<file path="src/hdl/ppat_pkg.sv">
// Shared types and constants of the peer presence aging table.
// No dependencies.
package ppat_pkg;

  localparam int MaxPeers   = 64;
  localparam int KeyBits    = 256;
  localparam int IdxW       = $clog2(MaxPeers);
  localparam int CntW       = $clog2(MaxPeers + 1);
  localparam int CfgIdxW    = 2;
  localparam int CfgDataW   = 16;
  localparam logic [31:0] TypingWindow = 32'd5;

  typedef enum logic [1:0] {
    CMD_UPDATE = 2'd0,
    CMD_QUERY  = 2'd1,
    CMD_EXPIRE = 2'd2,
    CMD_TYPING = 2'd3
  } cmd_e;

  localparam logic [CfgIdxW-1:0] REG_TTL_LOCAL = 2'd0;
  localparam logic [CfgIdxW-1:0] REG_TTL_RELAY = 2'd1;
  localparam logic [CfgIdxW-1:0] REG_LOCAL_TR  = 2'd2;

  typedef struct packed {
    logic [1:0]  command;
    logic [63:0] key_word0;
    logic [63:0] key_word1;
    logic [63:0] key_word2;
    logic [63:0] key_word3;
    logic [2:0]  presence_code;
    logic [7:0]  transport_code;
    logic [31:0] now_seconds;
  } req_t;

  typedef struct packed {
    logic            found;
    logic [2:0]      presence_out;
    logic            is_online;
    logic            typing_active;
    logic [6:0]      removed_count;
  } rsp_t;

  typedef struct packed {
    logic [CfgIdxW-1:0]  index;
    logic [CfgDataW-1:0] data;
  } cfg_t;

  // Controller to datapath
  typedef enum logic [2:0] {
    OP_NONE,
    OP_LOAD,     // capture request
    OP_READ,     // issue read of entry at addr2: scan pointer, or last entry for expire move
    OP_WRITE_UPD,// refresh hit entry
    OP_WRITE_NEW,// append new entry
    OP_WRITE_TYP,// set typing mark
    OP_MOVE,     // copy last entry into scan slot
    OP_RESULT    // build result
  } op_e;

  typedef struct packed {
    op_e             op;
    logic [IdxW-1:0] addr;
    logic [IdxW-1:0] addr2;
    logic            hit;   // key matched, or update appended an entry
  } ctl_t;

  // Datapath to controller
  typedef struct packed {
    logic [1:0] command;
    logic       match;
    logic       aged_relay;
  } sts_t;

endpackage

</file>
<file path="src/hdl/ppat_ctrl.sv">
// Controller: sequences search, update, typing and expire compaction.
// Depends on ppat_pkg.
module ppat_ctrl (
  input  logic                clk_i,
  input  logic                rst_ni,
  input  logic                in_valid_i,
  output logic                in_ready_o,
  output logic                out_valid_o,
  input  logic                out_ready_i,
  input  ppat_pkg::sts_t      sts_i,
  output ppat_pkg::ctl_t      ctl_o,
  output logic [ppat_pkg::CntW-1:0] removed_o
);
  typedef enum logic [2:0] {
    ST_IDLE, ST_ISSUE, ST_CHECK, ST_WRITE, ST_RESULT, ST_OUT
  } state_e;

  state_e state_q;
  logic [ppat_pkg::CntW-1:0] cnt_q, ptr_q, rem_q;
  logic out_valid_q;
  logic hit_q;
  logic res_free;
  logic [ppat_pkg::IdxW-1:0] ptr_idx, last_idx;

  assign ptr_idx  = ptr_q[ppat_pkg::IdxW-1:0];
  assign last_idx = ppat_pkg::IdxW'(cnt_q - 1'b1);
  // result register may be overwritten once the old result is gone or leaving
  assign res_free    = !out_valid_q || out_ready_i;
  assign in_ready_o  = (state_q == ST_IDLE);
  assign out_valid_o = out_valid_q;
  assign removed_o   = rem_q;

  always_comb begin
    ctl_o = '{op: ppat_pkg::OP_NONE, addr: ptr_idx, addr2: ptr_idx, hit: hit_q};
    unique case (state_q)
      ST_IDLE:   if (in_valid_i && in_ready_o) ctl_o.op = ppat_pkg::OP_LOAD;
      ST_ISSUE:  ctl_o.op = ppat_pkg::OP_READ;
      ST_WRITE: begin
        unique case (ppat_pkg::cmd_e'(sts_i.command))
          ppat_pkg::CMD_UPDATE:
            ctl_o.op = (ptr_q == cnt_q) ? ppat_pkg::OP_WRITE_NEW : ppat_pkg::OP_WRITE_UPD;
          ppat_pkg::CMD_TYPING: ctl_o.op = ppat_pkg::OP_WRITE_TYP;
          default: ctl_o.op = ppat_pkg::OP_MOVE;
        endcase
      end
      ST_RESULT: if (res_free) ctl_o.op = ppat_pkg::OP_RESULT;
      default: ;
    endcase
    // expire move: read last into holding reg, then write to scan slot
    if (state_q == ST_CHECK && sts_i.command == 2'(ppat_pkg::CMD_EXPIRE)
        && sts_i.aged_relay && ptr_idx != last_idx) begin
      ctl_o.op    = ppat_pkg::OP_READ;
      ctl_o.addr2 = last_idx;
    end
  end

  always_ff @(posedge clk_i or negedge rst_ni) begin
    if (!rst_ni) begin
      state_q     <= ST_IDLE;
      cnt_q       <= '0;
      ptr_q       <= '0;
      rem_q       <= '0;
      hit_q       <= 1'b0;
      out_valid_q <= 1'b0;
    end else begin
      if (out_valid_q && out_ready_i) out_valid_q <= 1'b0;
      unique case (state_q)
        ST_IDLE: if (in_valid_i && in_ready_o) begin
          ptr_q   <= '0;
          rem_q   <= '0;
          hit_q   <= 1'b0;
          state_q <= ST_ISSUE;
        end
        ST_ISSUE: begin
          if (ptr_q >= cnt_q) begin
            // search miss
            priority case (ppat_pkg::cmd_e'(sts_i.command))
              ppat_pkg::CMD_UPDATE:
                state_q <= (cnt_q < ppat_pkg::CntW'(ppat_pkg::MaxPeers)) ? ST_WRITE
                                                                          : ST_RESULT;
              default: state_q <= ST_RESULT;
            endcase
          end else begin
            state_q <= ST_CHECK;
          end
        end
        ST_CHECK: begin
          if (sts_i.command == 2'(ppat_pkg::CMD_EXPIRE)) begin
            if (sts_i.aged_relay) begin
              rem_q <= rem_q + 1'b1;
              cnt_q <= cnt_q - 1'b1;
              state_q <= (ptr_idx != last_idx) ? ST_WRITE : ST_ISSUE;
            end else begin
              ptr_q   <= ptr_q + 1'b1;
              state_q <= ST_ISSUE;
            end
          end else if (sts_i.match) begin
            hit_q   <= 1'b1;
            state_q <= (sts_i.command == 2'(ppat_pkg::CMD_QUERY)) ? ST_RESULT : ST_WRITE;
          end else begin
            ptr_q   <= ptr_q + 1'b1;
            state_q <= ST_ISSUE;
          end
        end
        ST_WRITE: begin
          if (sts_i.command == 2'(ppat_pkg::CMD_UPDATE) && ptr_q == cnt_q) begin
            cnt_q <= cnt_q + 1'b1;
            hit_q <= 1'b1;
          end
          state_q <= (sts_i.command == 2'(ppat_pkg::CMD_EXPIRE)) ? ST_ISSUE : ST_RESULT;
        end
        ST_RESULT: if (res_free) state_q <= ST_OUT;
        ST_OUT: begin
          out_valid_q <= 1'b1;
          state_q     <= ST_IDLE;
        end
        default: state_q <= ST_IDLE;
      endcase
    end
  end
endmodule

</file>
<file path="config.mk">
export PLATFORM = sky130hd
export DESIGN_NAME = ppat_ctrl
export DESIGN_NICKNAME = d
export VERILOG_FILES = /design/src/hdl/ppat_pkg.sv /design/src/hdl/ppat_ctrl.sv
export SDC_FILE = /design/constraint.sdc
export NUM_CORES = 1
export LEC_CHECK = 0
export BUFFER_PORTS_ARGS = -buffer_cell sky130_fd_sc_hd__buf_2
export CAP_MARGIN = 15
export CORE_MARGIN = 1.5
export CORE_UTILIZATION = 47
export DETAILED_ROUTE_END_ITERATION = 8
export GPL_ROUTABILITY_DRIVEN = 0
export HOLD_SLACK_MARGIN = 0.12
export PLACE_DENSITY = 0.68
export SYNTH_ARGS = -nofsm -noshare
export SYNTH_HDL_FRONTEND = slang
export SYNTH_SLANG_ARGS = --single-unit
</file>
<file path="constraint.sdc">
create_clock -name clk_i -period 2.8 [get_ports clk_i]
set_input_delay 0.56 -clock clk_i [delete_from_list [all_inputs] [get_ports clk_i]]
set_output_delay 0.56 -clock clk_i [all_outputs]
set_load 0.01 [all_outputs]
</file>
==> key figures <==
Setup path
  – Crit path DAT: ~2.5 ns
  – Crit path launch type: flip-flop
  – Setup slack, reg-to-reg: roughly 0.55 ns
  – CP max FO: 4
  – Crit end category: primary output
  – Worst EP required: roughly 2.2 ns
  – Setup Crit Path Kind: flip-flop to primary output

Cells and area
  – Final core occ: approximately three fifths
  – Ant diodes: 0
  – Nets@finish: 319
  – Proportion of layout cells with a drive suffix above 1: between 20% and 30%
  – Most frequent cells in the layout: buf_2 (31), nor2_1 (26), dfrtp_1 (26)
  – Layout Cells excl Fill: approximately 350
  – Most common cell after layout, fill and taps aside: buf_2
  – Area delta synth->final: 19.17%

Clock tree
  – Clock Latency Late Sink: between 0.2 and 0.3 ns
  – Clk slew on worst S/H paths: 0.10 ns
  – CTS sink cnt: 26
  – Clock H-tree levels: 1
  – Root Buffer: clkbuf_8
  – Clock tree buffer depth: 2
  – CTS Buf Count: 3
  – CTS tree: done

Routing
  – Vias per cell: about 5.5
  – Via count: approximately 1900
  – Remaining DRCs: 0
  – Drt initial violations: 169
  – Routed len/inst: 14.82 µm
  – Detail Route Antenna Nets: 0
  – Routed wire length: roughly 5000 µm
  – DR pass1 iterations: 4

Floorplanning
  – Die area: 4983 µm²
  – I/O pin count: 33
  – Width of the die: slightly above 70 µm
  – Core Area: about 4400 µm²
  – Starting density of the core: about 49%
  – Die Y: slightly above 70 µm
  – FP Rows: 24

GRT
  – GR Util All Layers: 22.28%
  – Grt ovf: 0
  – First-pass GRT wire length: approximately 8900 µm
  – Antenna violations before repair: 0
  – Largest net degree at the start of global routing: 27
  – Via count of the first global-routing pass: between 1500 and 2000

Timing
  – Worst-margin pin slew: a little over 0.6 ns
  – Final hold vios: 0
  – Final worst setup slack: -0.2555 ns
  – Fmax: between 0.3 and 0.4 GHz
  – Final worst path period need: approximately 3.1 ns
  – Final-report max-slew violation count: 0
  – Post-route clock skew: 0.004522 ns
  – Final number of setup-violating endpoints: 4
  – Slew HR: 59.03%
  – Final worst path period share: 109.1%
  – Setup TNS: -0.8390 ns
  – RSZ-0062 raised after global routing: true

Place
  – Port bufs: 32
  – HPWL Detailed: around 3800 µm
  – Worst slack, placed: -0.02713 ns
  – Cell total after placement: roughly 340

Power
  – Int Pwr: ~1.2 mW
  – Logic pwr share: ~54%
  – Power Density: roughly 810 nW/µm²
  – Psw: slightly above 900 µW
  – Sw frac: a little over two fifths
  – Reg power frac: 30.3%
  – Worst vdd rail ir drop: approximately 0.33 mV
  – Leak: around 1.2 nW
  – Clk network pwr share: between 10% and 20%

Synth
  – #FFs+latches synth: 26
  – Post-Synth Adder-Cell Area: 8.741%
  – Syn Inst Count: around 250
  – Syn. warnings: 0
  – Cell Area, Synth: 2147 µm²
  – Sequential fraction of the synthesis area: between 30% and 40%
  – XOR/XNOR share of the synthesized area: roughly a tenth
  – Post-synth EDFFs: 0
  – Synthesized Nets: between 200 and 300
  – Mux cell area share after synthesis: 2.622%
  – Async S/R FF share, synth: 100.0%
  – Synthesized area per cell: approximately 8.5 µm²
  – Synth Area in Compound Gates: between 10% and 20%
  – Cell variety after synth: 45
  – Main combinational cell family by area after synthesis: simple AND/OR/NAND/NOR gates
  – Post-Synth Simple-Gate Area: around a quarter
  – Most used flip-flop cell after synthesis: dfrtp_1

Job
  – Max_cap viols: 0

Hold path
  – Tightest Hold Check Type: input pin to asynchronous set/reset pin

Status
  – Failing checks: negative setup slack
  – Status: finished, violations left
## cell usage after synthesis (all sizes together) (3+ instances only)
cell type | n | area [µm²]
a21o | 4 | 30.03
a21oi | 20 | 100.1
and2 | 4 | 25.02
and3 | 4 | 25.02
buf | 12 | 88.83
clkbuf | 5 | 18.77
dfrtp | 26 | 650.6
ha | 15 | 187.7
inv | 13 | 48.80
mux2i | 3 | 30.03
nand2 | 25 | 93.84
nand2b | 11 | 68.82
nand3 | 6 | 30.03
nand4 | 9 | 56.30
nor2 | 26 | 97.59
nor2b | 3 | 18.77
nor3 | 8 | 51.30
o211ai | 3 | 22.52
o21ai | 11 | 55.05
or3 | 3 | 23.77
xnor2 | 13 | 128.9
xor2 | 10 | 87.58
## power groups by stage
| stage | Clock, mW | Sequential [mW] | Combinational (mW) |
|---|---|---|---|
| global route | 0.350 | 0.654 | 1.24 |
| floorplan | 0 | 0.558 | 0.808 |
| global placement | 0 | 0.629 | 0.994 |
| detailed placement | 0 | 0.636 | 1.00 |
| CTS | 0.329 | 0.624 | 1.08 |
| finish | 0.329 | 0.630 | 1.12 |
## logic make-up (layout without fill, tap and decap cells)
kind of cell / Yosys count / in the layout
buffers and inverters: 30 / 72
and+or+nand+nor: 106 / 106
muxes: 5 / 5
AOI/OAI and AO/OA: 48 / 48
xor gates and xnor gates: 23 / 23
adders and majority gates: 15 / 15
DFF: 26 / 26
## cell type report
cell class                 instances  area [µm²]
clock buffer                       3       41.29
clock inverter                     1       30.03
fill                             385        1826
inverter                          13       48.80
multi-input combinational        197        1373
sequential                        26       650.6
tap                               52       65.06
timing repair buffer              55       350.3
## routing by layer
metal  GRT usage [%]  routed length, µm  part of all wire, %
met1           31.23               2461                   48
met2           34.49               2316                   45
met3           5.128                285                  5.5
met4           6.918                 79                  1.5
met5               0                  0                    0
## worst paths after layout
kind,cells after the start,startpoint,endpoint
min in group clk_i,1,removed_o[0],removed_o[0]
hold reg to reg,1,removed_o[0],removed_o[0]
hold / removal,1,rst_ni,removed_o[5]
setup / recovery,9,cnt_q[0],ctl_o[3]
max in group asynchronous,1,rst_ni,removed_o[0]
setup reg to reg,8,cnt_q[0],state_q[0]
## metrics by stage
| step | area [µm²] | power, mW | hold slack (ns) |
|---|---|---|---|
| CTS | 2531 | 2.030 | 0.3069 |
| global route | 2559 | 2.245 | 0.3160 |
| floorplan | 2147 | 1.366 | 0.2644 |
| global placement | 2385 | 1.623 | 0.4834 |
| finish | 2559 | 2.077 | 0.2783 |
| detailed placement | 2385 | 1.638 | 0.5122 |
## critical path, cell delays in order, from the launching register on
cell and delay [ns]:
dfrtp_1 0.43, buf_6 0.14, or3_4 0.37, nor3_4 0.21, xnor2_2 0.12, xnor2_2 0.16
o31ai_4 0.21, buf_4 0.16, mux2_4 0.29, buf_6 0.12
## flip-flops by register name (all words and copies together), names as in the netlist
| name | count |
|---|---|
| cnt_q | 7 |
| ptr_q | 7 |
| removed_o | 7 |
| state_q | 3 |
| hit_q | 1 |
| out_valid_o | 1 |
## what timing repair did
action                     CTS  global route
setup endpoints to repair    4             5
hold buffers                 0             0
resized for setup            6             6
buffers inserted             6             1
pin swaps                    2             5
No activity file was read; power rests on OpenSTA's default activity.
